$ cat src/hdl/dimmer_pkg.sv
// Package for the two-LED push-button dimmer.
// Holds the register indices, reset values, mode codes and the configuration bundle.
// No dependencies.
`timescale 1ns / 1ps

package dimmer_pkg;

  localparam int unsigned DUTY_BITS_DEF       = 16;
  localparam int unsigned HOLD_COUNT_BITS_DEF = 24;

  localparam int unsigned CFG_IDX_W  = 3;
  localparam int unsigned CFG_DATA_W = 16;
  localparam int unsigned STEP_W     = 11;
  localparam int unsigned LEVEL_W    = 16;
  localparam int unsigned MODE_W     = 2;

  localparam logic [CFG_IDX_W-1:0] REG_PRESS_TICKS = 3'd0;
  localparam logic [CFG_IDX_W-1:0] REG_HOLD_TICKS  = 3'd1;
  localparam logic [CFG_IDX_W-1:0] REG_STEP_TICKS  = 3'd2;
  localparam logic [CFG_IDX_W-1:0] REG_DUTY_STEP   = 3'd3;
  localparam logic [CFG_IDX_W-1:0] REG_DUTY_FLOOR  = 3'd4;
  localparam logic [CFG_IDX_W-1:0] REG_DUTY_CEIL   = 3'd5;

  localparam logic [15:0]       PRESS_TICKS_RST = 16'd100;
  localparam logic [15:0]       HOLD_TICKS_RST  = 16'd2000;
  localparam logic [15:0]       STEP_TICKS_RST  = 16'd500;
  localparam logic [STEP_W-1:0] DUTY_STEP_RST   = 11'd10;
  localparam logic [15:0]       DUTY_FLOOR_RST  = 16'd0;
  localparam logic [15:0]       DUTY_CEIL_RST   = 16'd1000;

  localparam logic [MODE_W-1:0] MODE_OFF   = 2'd0;
  localparam logic [MODE_W-1:0] MODE_BLUE  = 2'd1;
  localparam logic [MODE_W-1:0] MODE_WHITE = 2'd2;

  typedef struct packed {
    logic [15:0]       press_ticks;
    logic [15:0]       hold_ticks;
    logic [15:0]       step_ticks;
    logic [STEP_W-1:0] duty_step;
    logic [15:0]       duty_floor;
    logic [15:0]       duty_ceil;
  } cfg_t;

endpackage

$ cat src/hdl/dimmer_cfg.sv
// Configuration register file of the dimmer.
// Depends on dimmer_pkg for the register indices, reset values and cfg_t.
`timescale 1ns / 1ps

module dimmer_cfg (
  input  logic                               clk_i,
  input  logic                               rst_ni,
  input  logic                               cfg_we_i,
  input  logic [dimmer_pkg::CFG_IDX_W-1:0]   cfg_idx_i,
  input  logic [dimmer_pkg::CFG_DATA_W-1:0]  cfg_wdata_i,
  output dimmer_pkg::cfg_t                   cfg_o
);
  import dimmer_pkg::*;

  cfg_t cfg_q, cfg_d;

  always_comb begin
    cfg_d = cfg_q;
    if (cfg_we_i) begin
      unique case (cfg_idx_i)
        REG_PRESS_TICKS: cfg_d.press_ticks = cfg_wdata_i;
        REG_HOLD_TICKS:  cfg_d.hold_ticks  = cfg_wdata_i;
        REG_STEP_TICKS:  cfg_d.step_ticks  = cfg_wdata_i;
        REG_DUTY_STEP:   cfg_d.duty_step   = cfg_wdata_i[STEP_W-1:0];
        REG_DUTY_FLOOR:  cfg_d.duty_floor  = cfg_wdata_i;
        REG_DUTY_CEIL:   cfg_d.duty_ceil   = cfg_wdata_i;
        default:         cfg_d = cfg_q;
      endcase
    end
  end

  always_ff @(posedge clk_i or negedge rst_ni) begin
    if (!rst_ni) begin
      cfg_q.press_ticks <= PRESS_TICKS_RST;
      cfg_q.hold_ticks  <= HOLD_TICKS_RST;
      cfg_q.step_ticks  <= STEP_TICKS_RST;
      cfg_q.duty_step   <= DUTY_STEP_RST;
      cfg_q.duty_floor  <= DUTY_FLOOR_RST;
      cfg_q.duty_ceil   <= DUTY_CEIL_RST;
    end else begin
      cfg_q <= cfg_d;
    end
  end

  assign cfg_o = cfg_q;

endmodule

$ cat src/hdl/dimmer_core.sv
// Per-tick state update of the dimmer: mode, press counting, ramp timing and duties.
// The LED output and mode registers double as the result register.
// Depends on dimmer_pkg for cfg_t, the mode codes and the field widths.
`timescale 1ns / 1ps

module dimmer_core #(
  parameter int unsigned DUTY_BITS       = dimmer_pkg::DUTY_BITS_DEF,
  parameter int unsigned HOLD_COUNT_BITS = dimmer_pkg::HOLD_COUNT_BITS_DEF
) (
  input  logic                             clk_i,
  input  logic                             rst_ni,
  input  logic                             adv_i,
  input  logic                             held_i,
  input  dimmer_pkg::cfg_t                 cfg_i,
  output logic [dimmer_pkg::LEVEL_W-1:0]   blue_level_o,
  output logic [dimmer_pkg::LEVEL_W-1:0]   white_level_o,
  output logic [dimmer_pkg::MODE_W-1:0]    led_mode_o
);
  import dimmer_pkg::*;

  localparam int unsigned AW = ((DUTY_BITS > STEP_W) ? DUTY_BITS : STEP_W) + 1;
  localparam logic [HOLD_COUNT_BITS-1:0] HOLD_MAX = '1;

  logic [MODE_W-1:0]          mode_q, mode_d;
  logic [HOLD_COUNT_BITS-1:0] held_cnt_q, held_cnt_d;
  logic                       dimming_q, dimming_d;
  logic                       pending_q, pending_d;
  logic [15:0]                timer_q, timer_d;
  logic [DUTY_BITS-1:0]       blue_duty_q, blue_duty_d;
  logic [DUTY_BITS-1:0]       white_duty_q, white_duty_d;
  logic                       blue_dark_q, blue_dark_d;
  logic                       white_dark_q, white_dark_d;
  logic [DUTY_BITS-1:0]       blue_out_q, blue_out_d;
  logic [DUTY_BITS-1:0]       white_out_q, white_out_d;

  logic [DUTY_BITS-1:0]       lo, hi, d_cur, applied, base, duty_new, out_new;
  logic [AW-1:0]              lo_plus, d_plus;
  logic                       sel_blue, dark_cur, dark_new, out_wr;
  logic                       room_cur, room_oth, do_begin, from_applied;
  logic [15:0]                timer_dec;
  logic [HOLD_COUNT_BITS-1:0] cnt_inc;
  logic [MODE_W-1:0]          mode_next;

  always_comb begin
    lo       = DUTY_BITS'(cfg_i.duty_floor);
    hi       = DUTY_BITS'(cfg_i.duty_ceil);
    sel_blue = (mode_q == MODE_BLUE);
    d_cur    = sel_blue ? blue_duty_q : white_duty_q;
    dark_cur = sel_blue ? blue_dark_q : white_dark_q;

    lo_plus = AW'(lo) + AW'(cfg_i.duty_step);
    d_plus  = AW'(d_cur) + AW'(cfg_i.duty_step);
    if (dark_cur) begin
      applied = (AW'(d_cur) > lo_plus) ? DUTY_BITS'(d_plus - AW'(cfg_i.duty_step)
                                                     - AW'(cfg_i.duty_step)) : lo;
    end else begin
      applied = (d_plus < AW'(hi)) ? DUTY_BITS'(d_plus) : hi;
    end

    timer_dec    = (timer_q != 16'd0) ? timer_q - 16'd1 : 16'd0;
    from_applied = pending_q && (timer_dec == 16'd0);
    base         = from_applied ? applied : d_cur;
    room_cur     = dark_cur ? (base > lo) : (base < hi);
    room_oth     = dark_cur ? (base < hi) : (base > lo);

    cnt_inc   = (held_cnt_q != HOLD_MAX) ? held_cnt_q + 1'b1 : held_cnt_q;
    mode_next = (mode_q == MODE_BLUE) ? MODE_WHITE :
                (mode_q == MODE_WHITE) ? MODE_OFF : MODE_BLUE;

    mode_d       = mode_q;
    held_cnt_d   = held_cnt_q;
    dimming_d    = dimming_q;
    pending_d    = pending_q;
    timer_d      = timer_q;
    blue_duty_d  = blue_duty_q;
    white_duty_d = white_duty_q;
    blue_dark_d  = blue_dark_q;
    white_dark_d = white_dark_q;
    blue_out_d   = blue_out_q;
    white_out_d  = white_out_q;
    duty_new     = d_cur;
    dark_new     = dark_cur;
    out_new      = base;
    out_wr       = 1'b0;
    do_begin     = 1'b0;

    if (adv_i) begin
      if (held_i) begin
        if (dimming_q) begin
          if (pending_q) begin
            timer_d = timer_dec;
            if (timer_dec == 16'd0) begin
              duty_new = applied;
              do_begin = 1'b1;
            end
          end else begin
            do_begin = 1'b1;
          end
        end else begin
          held_cnt_d = cnt_inc;
          if ((cnt_inc >= HOLD_COUNT_BITS'(cfg_i.hold_ticks)) && (mode_q != MODE_OFF)) begin
            dimming_d = 1'b1;
            do_begin  = 1'b1;
          end
        end
        if (do_begin) begin
          if (room_cur || room_oth) begin
            out_wr    = 1'b1;
            timer_d   = cfg_i.step_ticks;
            pending_d = 1'b1;
            dark_new  = room_cur ? dark_cur : !dark_cur;
          end else begin
            pending_d = 1'b0;
          end
        end
      end else begin
        if (dimming_q) begin
          if (pending_q) begin
            duty_new = applied;
            if (dark_cur && (applied <= lo)) begin
              dark_new = 1'b0;
            end else if (!dark_cur && (applied >= hi)) begin
              dark_new = 1'b1;
            end
          end
          dimming_d = 1'b0;
          pending_d = 1'b0;
          timer_d   = 16'd0;
        end else if (held_cnt_q >= HOLD_COUNT_BITS'(cfg_i.press_ticks)) begin
          mode_d = mode_next;
        end
        held_cnt_d = '0;
      end

      if (sel_blue) begin
        blue_duty_d = duty_new;
        blue_dark_d = dark_new;
        if (out_wr) begin
          blue_out_d = out_new;
        end
      end else begin
        white_duty_d = duty_new;
        white_dark_d = dark_new;
        if (out_wr) begin
          white_out_d = out_new;
        end
      end

      if (!held_i && !dimming_q && (held_cnt_q >= HOLD_COUNT_BITS'(cfg_i.press_ticks))) begin
        blue_out_d  = (mode_next == MODE_BLUE) ? blue_duty_q : '0;
        white_out_d = (mode_next == MODE_WHITE) ? white_duty_q : '0;
      end
    end
  end

  always_ff @(posedge clk_i or negedge rst_ni) begin
    if (!rst_ni) begin
      mode_q       <= MODE_OFF;
      held_cnt_q   <= '0;
      dimming_q    <= 1'b0;
      pending_q    <= 1'b0;
      timer_q      <= 16'd0;
      blue_duty_q  <= DUTY_BITS'(DUTY_CEIL_RST);
      white_duty_q <= DUTY_BITS'(DUTY_CEIL_RST);
      blue_dark_q  <= 1'b1;
      white_dark_q <= 1'b1;
      blue_out_q   <= '0;
      white_out_q  <= '0;
    end else begin
      mode_q       <= mode_d;
      held_cnt_q   <= held_cnt_d;
      dimming_q    <= dimming_d;
      pending_q    <= pending_d;
      timer_q      <= timer_d;
      blue_duty_q  <= blue_duty_d;
      white_duty_q <= white_duty_d;
      blue_dark_q  <= blue_dark_d;
      white_dark_q <= white_dark_d;
      blue_out_q   <= blue_out_d;
      white_out_q  <= white_out_d;
    end
  end

  assign blue_level_o  = LEVEL_W'(blue_out_q);
  assign white_level_o = LEVEL_W'(white_out_q);
  assign led_mode_o    = mode_q;

endmodule

$ cat src/hdl/two_led_push_button_dimmer.sv
// Top level of the two-LED push-button dimmer: request handshakes, input register,
// configuration registers and the per-tick state update.
// Depends on dimmer_pkg, dimmer_cfg and dimmer_core.
`timescale 1ns / 1ps

// One request carries one tick of the button level and yields one request with the blue
// and white PWM compare levels and the LED mode. A new tick is taken every clock cycle
// while the output is not stalled; the tick waits in the input register, and the state
// update then runs it into the LED and mode registers, which are the result register,
// once the output is free. A stalled result holds the input register, and the input
// stops being taken once both registers are full. The user writes configuration through
// the plain write port only while no tick is in flight; the block does not enforce it.

module two_led_push_button_dimmer #(
  parameter int unsigned DUTY_BITS       = dimmer_pkg::DUTY_BITS_DEF,
  parameter int unsigned HOLD_COUNT_BITS = dimmer_pkg::HOLD_COUNT_BITS_DEF
) (
  input  logic                              clk_i,
  input  logic                              rst_ni,
  input  logic                              cfg_we_i,
  input  logic [dimmer_pkg::CFG_IDX_W-1:0]  cfg_idx_i,
  input  logic [dimmer_pkg::CFG_DATA_W-1:0] cfg_wdata_i,
  input  logic                              in_valid_i,
  output logic                              in_ready_o,
  input  logic                              button_held_i,
  output logic                              out_valid_o,
  input  logic                              out_ready_i,
  output logic [dimmer_pkg::LEVEL_W-1:0]    blue_level_o,
  output logic [dimmer_pkg::LEVEL_W-1:0]    white_level_o,
  output logic [dimmer_pkg::MODE_W-1:0]     led_mode_o
);
  import dimmer_pkg::*;

  cfg_t cfg;
  logic in_valid_q, in_valid_d;
  logic held_q, held_d;
  logic out_valid_q, out_valid_d;
  logic out_free, adv;

  assign out_free   = !out_valid_q || out_ready_i;
  assign adv        = in_valid_q && out_free;
  assign in_ready_o = !in_valid_q || out_free;

  always_comb begin
    in_valid_d  = in_valid_q;
    held_d      = held_q;
    out_valid_d = out_valid_q;
    if (in_ready_o) begin
      in_valid_d = in_valid_i;
      held_d     = button_held_i;
    end
    if (out_free) begin
      out_valid_d = in_valid_q;
    end
  end

  always_ff @(posedge clk_i or negedge rst_ni) begin
    if (!rst_ni) begin
      in_valid_q  <= 1'b0;
      out_valid_q <= 1'b0;
    end else begin
      in_valid_q  <= in_valid_d;
      out_valid_q <= out_valid_d;
    end
  end

  always_ff @(posedge clk_i) begin
    held_q <= held_d;
  end

  dimmer_cfg u_cfg (
    .clk_i       (clk_i),
    .rst_ni      (rst_ni),
    .cfg_we_i    (cfg_we_i),
    .cfg_idx_i   (cfg_idx_i),
    .cfg_wdata_i (cfg_wdata_i),
    .cfg_o       (cfg)
  );

  dimmer_core #(
    .DUTY_BITS       (DUTY_BITS),
    .HOLD_COUNT_BITS (HOLD_COUNT_BITS)
  ) u_core (
    .clk_i         (clk_i),
    .rst_ni        (rst_ni),
    .adv_i         (adv),
    .held_i        (held_q),
    .cfg_i         (cfg),
    .blue_level_o  (blue_level_o),
    .white_level_o (white_level_o),
    .led_mode_o    (led_mode_o)
  );

  assign out_valid_o = out_valid_q;

endmodule

$ cat config.mk
export PLATFORM = sky130hd
export DESIGN_NAME = two_led_push_button_dimmer
export DESIGN_NICKNAME = d
export VERILOG_FILES = /design/src/hdl/dimmer_pkg.sv /design/src/hdl/dimmer_cfg.sv /design/src/hdl/dimmer_core.sv /design/src/hdl/two_led_push_button_dimmer.sv
export SDC_FILE = /design/constraint.sdc
export NUM_CORES = 1
export LEC_CHECK = 0
export BUFFER_PORTS_ARGS = -buffer_cell sky130_fd_sc_hd__buf_2
export CAP_MARGIN = 20
export CORE_AREA = 2 2 228 140
export CTS_CLUSTER_DIAMETER = 150
export DETAILED_ROUTE_END_ITERATION = 7
export DIE_AREA = 0 0 230 142
export PLACE_DENSITY = 0.67
export SETUP_SLACK_MARGIN = 0.02
export SLEW_MARGIN = 10
export SYNTH_ARGS = -nofsm -noshare
export SYNTH_HDL_FRONTEND = slang
export SYNTH_SLANG_ARGS = --single-unit
export TNS_END_PERCENT = 50
$ cat constraint.sdc
create_clock -name clk_i -period 17.81 [get_ports clk_i]
set_input_delay 2.6715 -clock clk_i [delete_from_list [all_inputs] [get_ports clk_i]]
set_output_delay 2.6715 -clock clk_i [all_outputs]
set_load 0.01 [all_outputs]
# ---- After elaboration in Yosys (flattened, before gate mapping)
# Index checks and enable logic that the tools add are counted.
dict set report totals {
  input_bits 25
  regBits 204
}
dict set report classes {
  mux 56
  n_bitwise 3
  addsub 6
  order_cmp 8
  reduce_logical 36
  n_eq_ne 13
}
# operator n
set ops {}
lappend ops {{two-way mux 16 bit} 25}
lappend ops {{two-way mux 24 bit} 3}
lappend ops {{>= comparator 24 x 16 -> 1 bit} 2}
lappend ops {{adder 16 x 11 -> 17 bit} 2}
lappend ops {{subtractor 16 x 11 -> 16 bit} 2}
lappend ops {{two-way mux 1 bit} 27}
lappend ops {{adder 24 x 1 -> 24 bit, second input constant} 1}
lappend ops {{inequality test 24 bit, second input constant} 1}
lappend ops {{AND reduction 2 bit} 10}
lappend ops {{greater-than comparator 16 x 17 -> 1 bit} 1}
lappend ops {{less-than comparator 17 x 16 -> 1 bit} 1}
lappend ops {{>= comparator 16 bit} 1}
lappend ops {{greater-than comparator 16 bit} 1}
lappend ops {{<= comparator 16 bit} 1}
lappend ops {{zero test 16 bit} 1}
lappend ops {{less-than comparator 16 bit} 1}
lappend ops {{nonzero test 16 bit} 1}
lappend ops {{subtractor 16 x 1 -> 16 bit, second input constant} 1}
lappend ops {{AND reduction 3 bit} 3}
lappend ops {{nonzero test 2 bit} 4}
lappend ops {{logical AND 1 bit} 7}
lappend ops {{equality test 3 x 2 -> 1 bit, second input constant} 2}
lappend ops {{equality test 3 bit, second input constant} 2}
lappend ops {{zero test 1 bit} 5}
lappend ops {{10 further kinds} 17}

# ---- Longest topological paths before layout
# Gate-level depths: netlist of run 1.
dict set report depth {
  ltp_word 18
  depth_mapped 37
  mapped_depth_nobuf 32
}

# ---- Cells and area by module
# A second synthesis of run 1 with hierarchy kept.
dict set report unflattened {
  cells_unflattened 1664
  area_unflattened_um2 15743.8
}
# mod cells_each area_each_um2 instances seq_area_each_um2
set by_module_without_submodules {}
lappend by_module_without_submodules {dimmer_core 1458 11995.3 1 2770.2}
lappend by_module_without_submodules {dimmer_cfg 197 3632.2 1 2306.0}
lappend by_module_without_submodules {two_led_push_button_dimmer 9 116.4 1 80.1}

# ---- Least setup slack after synthesis of run 1
# Ideal clock, no wire load.
dict set report synth_timing {
  path_kind {reg-to-reg}
  from {reg u_core.mode_q[1], in the netlist u_core.led_mode_o[1]}
  to {reg u_core.blue_out_q[10], in the netlist u_core.blue_level_o[10]}
  required_time_ps 17683
  setup_slack_ps 9937
  arrival_time_ps 7746
  stages_incl_launch_ff 36
  setup_ps 127
  path_buffers 6
  path_cell_list {dfrtp_1 inv_1 ha_1 clkbuf_1 buf_1 buf_1 mux2_2 inv_1 fa_1 nor2b_1 o31a_1 o211a_1 o21ai_0 xnor2_1 ha_1 a21oi_1 o21a_1 o21ai_0 a31oi_1 nand3_1 buf_2 mux2i_1 o211ai_1 nor2_1 nor2_1 ha_1 a21o_1 a2111oi_0 o21ai_0 o221ai_1 o31a_1 o21ai_2 a21o_1 buf_4 buf_6 mux2_1}
}
dict set report synth_via {
  elab_cells_between_ends 38
}
# item line
set synth_rtl {}
lappend synth_rtl {{start, declared} dimmer_core.sv:24} ;# logic [MODE_W-1:0] mode_q, mode_d;
lappend synth_rtl {{start signal, assigned} dimmer_core.sv:170} ;# mode_q <= mode_d;
lappend synth_rtl {{equality test 2 x 1 -> 1 bit} dimmer_core.sv:67} ;# mode_next = (mode_q == MODE_BLUE) ? MODE_WHITE :
lappend synth_rtl {{two-way mux 2 bit} dimmer_core.sv:67}
lappend synth_rtl {{via u_core.mode_next[1]} dimmer_core.sv:42} ;# logic [MODE_W-1:0] mode_next;
lappend synth_rtl {{equality test 2 x 1 -> 1 bit} dimmer_core.sv:150} ;# blue_out_d = (mode_next == MODE_BLUE) ? blue_duty_q : '0;
lappend synth_rtl {{two-way mux 16 bit} dimmer_core.sv:150}
lappend synth_rtl {{two-way mux 16 bit} dimmer_core.sv:149} ;# if (!held_i && !dimming_q && (held_cnt_q >= HOLD_COUNT_BITS'(cfg_i.press_ticks))) begin
lappend synth_rtl {{end signal, assigned} dimmer_core.sv:179} ;# blue_out_q <= blue_out_d;
lappend synth_rtl {{end, declared} dimmer_core.sv:33} ;# logic [DUTY_BITS-1:0] blue_out_q, blue_out_d;
# The timed path passes the listed nets, and every way through them passes these cells. The select of a mux whose other input is x is not followed.
# A chain may end at the register's enable or synchronous reset.

# ---- Final worst setup path of run 1
dict set report layout_timing {
  from {reg u_core.mode_q[1], in the netlist u_core.led_mode_o[1]}
  to {reg u_core.blue_out_q[5], in the netlist u_core.blue_level_o[5]}
}
# Same word-level chain as after synthesis.

==> summary.txt, run 1 <==
STA
  • RSZ-0062 raised after global routing: false
  • Fin crit share: about 56%
  • Hold Violations, Final: 0
  • Achievable frequency: 99.89 MHz
  • Final Skew: roughly 20 ps
  • Total negative slack: 0 ps
  • Setup ws final: 7799 ps
  • Setup violations, final: 0
  • Worst Tran Pin Value: between 1000 and 1500 ps
  • Final Max Tran Viols: 0
  • Tmin final: about 10000 ps
  • Rel. slew slack: around 27%

Synth
  • Top post-synthesis cells by area: dfrtp_1 (27%), ha_1 (13%), dfstp_2 (6.3%), mux2_2 (5.5%), o21ai_0 (4.0%)
  • Post-synthesis adder-cell area fraction: a little over an eighth
  • Largest family of logic cells by synthesized area: compound AO/OA/AOI/OAI gates
  • Synth area leader: dfrtp_1
  • Mapped Cells: approximately 1700
  • Synth Area in Compound Gates: between 20% and 30%
  • Mux cell area share after synthesis: between 10% and 20%
  • Async SR Flop Fraction: 99.51%
  • Cell variety after synth: between 80 and 90
  • EDFF count, synth: 1
  • Main flop type after synthesis: dfrtp_1
  • Synthesized area per cell: approximately 9.2 sq um
  • Top cell type's share of synthesized area: 26.88%
  • Xor/xnor cell area share of the yosys netlist: 2.834%
  • Post-synthesis simple-gate area fraction: 14.79%
  • #FFs+latches synth: ~200
  • Post-Syn Area: 0.01545 sq mm
  • Ys Warns: 0
  • Sequential element share of the synthesized area: 33.37%
  • Syn Nets: around 1900

Drt
  • Post-route ant nets: 0
  • TritonRoute pass-1 iters: 6
  • Vias per cell: between 6 and 7
  • Vias: approximately 14000
  • Final wirelength: slightly below 50000 um
  • DRT iter0 DRCs: between 1000 and 1500
  • DR WL/cell: around 23 um
  • Residual DRC: 0

Critical path
  • CP Class: flip-flop to flip-flop
  • Worst reg2reg path depth: 33
  • Critical Path Fanout Max: 23
  • CP max stage cell: nand3_1
  • Critical path startpoint: u_core.led_mode_o[1]
  • Startpoint class of the critical path: flip-flop
  • Worst Path Required: about 18000 ps
  • Worst EP arrival: around 10000 ps
  • Critical R2R Launch: u_core.led_mode_o[1]
  • Largest stage delay on the critical path: 770 ps
  • Most used cell, CP: ha_1
  • Critical path capture point type: flip-flop

Cells and area
  • Fillers: between 2000 and 3000
  • Commonest non-fill, non-tap cell in the layout: dfrtp_1
  • Area of the multi-input gates: 0.009558 sq mm
  • Fraction of layout cells with a size suffix above 1: 14.26%
  • FF+latch area: 0.005156 sq mm
  • Layout net count: 1909
  • Area delta synth->final: 8.867%
  • Core Util, Final: between 50% and 60%
  • Commonest cells after routing, fill and taps aside: dfrtp_1 (166), ha_1 (164), nand2_1 (144)

Place
  • GPL Wtd Cong: between 0.9 and 1
  • Port-buffer cells: 60
  • HPWL Detailed: about 38000 um
  • Place WS: slightly above 8000 ps

Global routing
  • Initial antenna violation count: 1
  • Tot GR Track Use: between 30% and 40%
  • Wire length of the first global-routing pass: about 75000 um
  • Grt ovf: 0
  • Vias in the first global route: about 12000
  • Largest net degree at the start of global routing: 90

Pwr
  • Clock power frac: 13.8%
  • Gate power share: approximately 64%
  • PD cells: about 190 mW/mm^2
  • Max IR drop VDD: 0.07666 mV
  • Pint: 1631 uW
  • Register share of total power: 22.0%
  • Sw frac: 49.55%
  • Total Power: between 3000 and 4000 uW
  • Leak Pwr: 0.007804 uW
  • Psw: around 1600 uW

CTS
  • CTS Buf Count: 21
  • Worst-Skew Late Latency: between 500 and 600 ps
  • Postcts setup bufs: 0
  • Post-CTS Resized: 0
  • Post-CTS Hold Buffers: 0
  • CTS tree: yes
  • Root buf cell: clkbuf_16
  • Clock transition at path regs: about 70 ps
  • CTS H-tree lvls: 1
  • CTS Buffer Depth: 3
  • Clock sink total: between 200 and 250

Die
  • Rows: 50
  • Core region area: between 0.03 and 0.04 sq mm
  • Die ar.: ~0.033 sq mm
  • Initial Util: approximately 50%
  • Total I/O pin count: 61
  • Die Wd: 230 um
  • DIE HEIGHT: 142 um

Flow run
  • Number of max-cap violations: 0

Status
  • Status: completed

Hold path
  • Class of the worst hold path: flip-flop to flip-flop
  • Hold path depth: 1
  • Hold Crit Start: u_core.blue_level_o[9]
layer usage:
metal  wire (um)  GRT usage [%]  vias up
li1            -              -     6310
met1       25540          50.89     6702
met2       17790          37.37      630
met3        5518          8.053       31
met4         546          3.735        0
met5           0              0        -
Yosys cell counts (15+ instances only):
cell      count
o21ai_0     124
mux2_2       75
nand2_1     144
inv_1       120
nand4_1      29
nor2b_1      16
a221o_1      15
dfstp_2      37
mux2i_1      49
a211oi_1     26
dfrtp_1     166
ha_1        164
xnor2_1      32
nor3_1       43
nand3_1      34
o21a_1       22
xor2_1       18
nor2_1       93
a21o_1       29
mux2_1       21
nand2b_1     22
or3_1        26
a22o_1       15
a31oi_1      21
a21oi_1      93
clkbuf_1     52
critical path: cells and delay by family, from the launching register on:
| kind | cells | cell delay (ps) |
|---|---|---|
| AOI/OAI and AO/OA | 15 | 3900 |
| xor gates and xnor gates | 1 | 330 |
| adders and majority gates | 5 | 1260 |
| buffers and inverters | 4 | 680 |
| DFF | 1 | 380 |
| muxes | 4 | 2030 |
| and+or+nand+nor | 4 | 1250 |
worst paths after layout:
check,endpoint,slack [ps]
max,u_core.blue_level_o[5],7800
min,u_core.blue_level_o[9],480
max reg2reg,u_core.blue_level_o[5],7800
min reg2reg,u_core.blue_level_o[9],480
max in group asynchronous,u_cfg.cfg_o[60],13570
min in group asynchronous,u_core.blue_level_o[8],2220
stage by stage:
step,cell area [sq um],cells,hold WS (ps)
finish,16820,2149,479.8
floorplan,15450,1688,470.5
global placement,16140,2109,464.6
CTS,16800,2146,484.8
global route,16820,2148,505.2
detailed placement,16140,2109,469.9
area by class of cell:
type / instances / area share (%)
clock buffers: 31 / 3.585
multi-input cells: 1290 / 56.82
well taps: 416 / 3.094
diodes: 1 / 0.01488
repair buffers: 81 / 2.774
clock inverters: 6 / 0.3794
flip-flops and latches: 204 / 30.65
inverters: 120 / 2.678
flip-flops by register name, summed over array words and instances (netlist names):
name / cells
u_core.white_dark_q: 1
u_core.white_level_o: 16
out_valid_o: 1
u_core.blue_level_o: 16
u_core.timer_q: 16
held_q: 1
u_cfg.cfg_o: 91
u_core.pending_q: 1
in_valid_q: 1
u_core.white_duty_q: 16
u_core.blue_duty_q: 16
u_core.held_cnt_q: 24
u_core.blue_dark_q: 1
u_core.led_mode_o: 2
u_core.dimming_q: 1
logic make-up (layout without fill, tap and decap cells):
family,Yosys count,after routing
mux,145,145
flops,204,204
xor+xnor,50,50
compound gates,463,463
fa+ha+maj,166,166
other cells,0,1
buf+inv,194,238
simple gates,466,466
power by group through the flow:
stage	sequential [uW]	clock, uW	combinational [uW]
2_1_floorplan	681	0	1430
5_1_grt	727	470	2260
3_3_place_gp	711	0	1960
4_1_cts	708	453	2010
3_5_place_dp	714	0	1990
6_report	712	446	2080
Note: power is estimated with default switching activity, not from simulation.
==> run 2: changes to the inputs <==
clock period = 9.5 ns   (was 17.81 ns; I/O delays follow)
==> run 2 against run 1 <==
  * Worst setup slack worse by 7200 ps
  * Clock power is 86% higher
  * Cell count rose by 0.93%
  * Highest routed layer is now met5
==> summary.txt, run 2 (same netlist as run 1, synthesis figures left out) <==
Global routing
  • Grt ovf: 0 (unchanged)
  • Initial antenna violation count: 2 (+1)
  • Vias in the first global route: 12540 (+2.5%)
  • Wire length of the first global-routing pass: 77070 um (+2.4%)
  • Tot GR Track Use: 30.90% (+0.75 points)
  • Largest net degree at the start of global routing: 86 (-4.4%)

Drt
  • Metal2 WL: 18120 um (+1.9%)
  • Final wirelength: 50330 um (+1.9%)
  • Met1 wire length: 25260 um (-1.1%)
  • TritonRoute pass-1 iters: 5 (-1)
  • Met3 WL: 6168 um (+12%)
  • Residual DRC: 0 (unchanged)
  • Top sig layer: met5
  • Vias per cell: 6.299 (-0.99%)
  • DR WL/cell: 23.20 um (+0.97%)
  • DRT iter0 DRCs: 1417 (+0.64%)
  • Post-route ant nets: 0 (unchanged)
  • Vias: 13660 (-0.073%)

Pwr
  • Pint: 3121 uW (+91%)
  • Gate power share: 64.8% (+0.6 points)
  • Clock power frac: 13.4% (-0.4 points)
  • Total Power: 6178 uW (+91%)
  • Register share of total power: 21.7% (-0.3 points)
  • PD cells: 363.4 mW/mm^2 (+89%)
  • Max IR drop VDD: 0.2082 mV (+170%)
  • Sw frac: 49.49% (-0.064 points)
  • Psw: 3057 uW (+91%)
  • Leak Pwr: 0.007902 uW (+1.3%)

STA
  • Final Skew: 15.56 ps (-4.672 ps)
  • Rel. slew slack: 22.85% (-4.0 points)
  • Total negative slack: 0 ps (unchanged)
  • Achievable frequency: 112.2 MHz (+12%)
  • Hold Violations, Final: 0 (unchanged)
  • Fin crit share: 93.85% (+38 points)
  • Setup violations, final: 0 (unchanged)
  • Tmin final: 8916 ps (-1095 ps)
  • Worst Tran Pin Value: 1153 ps (+59.41 ps)
  • RSZ-0062 raised after global routing: false
  • Final Max Tran Viols: 0 (unchanged)

CTS
  • Postcts setup bufs: 0 (unchanged)
  • CTS Buf Count: 22 (+4.8%)
  • CTS H-tree lvls: 1 (unchanged)
  • Post-CTS Hold Buffers: 0 (unchanged)
  • Clock transition at path regs: 60 ps (about the same)
  • CTS tree: yes
  • Clock sink total: 204 (unchanged)
  • Post-CTS Resized: 0 (unchanged)
  • Worst-Skew Late Latency: 540 ps (about the same)
  • Root buf cell: clkbuf_16
  • CTS Buffer Depth: 3 (unchanged)

Die
  • Die ar.: 0.03266 sq mm (unchanged)
  • Initial Util: 50.40% (unchanged)
  • Rows: 50 (unchanged)
  • Core region area: 0.03065 sq mm (unchanged)
  • DIE HEIGHT: 142 um (unchanged)
  • Die Wd: 230 um (unchanged)
  • Total I/O pin count: 61 (unchanged)

Critical path
  • CP max stage cell: a311oi_1
  • Worst Path Required: 9910 ps (-8290 ps)
  • Startpoint class of the critical path: flip-flop
  • Critical path capture point type: flip-flop
  • Critical Path Fanout Max: 16 (-30%)
  • CP Class: flip-flop to flip-flop
  • Worst EP arrival: 9330 ps (-1070 ps)
  • Largest stage delay on the critical path: 770 ps (about the same)

Flow run
  • Number of max-cap violations: 0 (unchanged)

Cells and area
  • Area delta synth->final: 10.03%
  • Fin area: 0.01700 sq mm (+1.1%)
  • Core Util, Final: 55.46% (+0.58 points)
  • Layout net count: 1928 (+1.0%)
  • Commonest non-fill, non-tap cell in the layout: dfrtp_1
  • Final Instance Count excl. Fillers: 2169 (+0.93%)
  • Commonest cells after routing, fill and taps aside: dfrtp_1 (166), ha_1 (163), nand2_1 (144)
  • Fraction of layout cells with a size suffix above 1: 15.46% (+1.2 points)
  • Max reg flops: 91 (unchanged)
  • # diodes: 0 (-1)

Hold path
  • Class of the worst hold path: flip-flop to flip-flop

Place
  • GPL Wtd Cong: 0.9473 (-4.9%)
  • HPWL Detailed: 38850 um (+2.4%)
  • Placed cell count: 2127 (+0.85%)
  • Port-buffer cells: 60 (unchanged)
  • Post-DP Area: 0.01628 sq mm (+0.92%)

Status
  • Status: completed
run 2: critical path, delay by kind of cell (launching register included):
family | cells | cell delay, ps
compound gates | 10 | 3580
simple gates | 8 | 1960
fa+ha+maj | 5 | 1540
mux | 2 | 600
flops | 1 | 380
xor+xnor | 1 | 370
buf+inv | 3 | 340
run 2: power by group through the flow:
stage | Clock (uW) | Combinational [uW] | Sequential [uW]
after CTS | 840 | 3880 | 1330
after global routing | 878 | 4390 | 1370
after global placement | 0 | 3790 | 1340
final | 830 | 4000 | 1340
after floorplan | 0 | 2690 | 1280
after detailed placement | 0 | 3850 | 1340
run 2: stage by stage:
stage	setup WS [ps]	hold slack [ps]
global route	45.71	520.3
global placement	474.2	463.1
detailed placement	436.5	472.0
floorplan	1627	470.5
CTS	390.2	486.4
finish	584.0	485.0
run 2: worst paths after layout:
check	from	to	slack, ps	cells past startpoint
min	u_core.blue_level_o[5]	u_core.blue_level_o[5]	480	1
min reg2reg	u_core.blue_level_o[5]	u_core.blue_level_o[5]	480	1
min in group asynchronous	rst_ni	u_core.blue_level_o[8]	960	1
max	u_core.led_mode_o[1]	u_core.blue_level_o[8]	580	29
max reg2reg	u_core.led_mode_o[1]	u_core.blue_level_o[8]	580	29
max in group asynchronous	rst_ni	u_cfg.cfg_o[77]	6810	4
run 2: final cells by class:
cell class | instances | area (sq um)
clock buffer | 30 | 611.8
clock inverter | 10 | 61.31
fill | 2810 | 13650
inverter | 120 | 450.4
multi-input combinational | 1290 | 9574
sequential | 204 | 5156
tap | 416 | 520.5
timing repair buffer | 99 | 625.6
run 2: per-layer routing:
metal | vias to the layer above | track usage [%]
li1 | 6341 | -
met1 | 6659 | 49.58
met2 | 613 | 38.38
met3 | 46 | 11.32
met4 | 4 | 4.448
met5 | - | 3.720
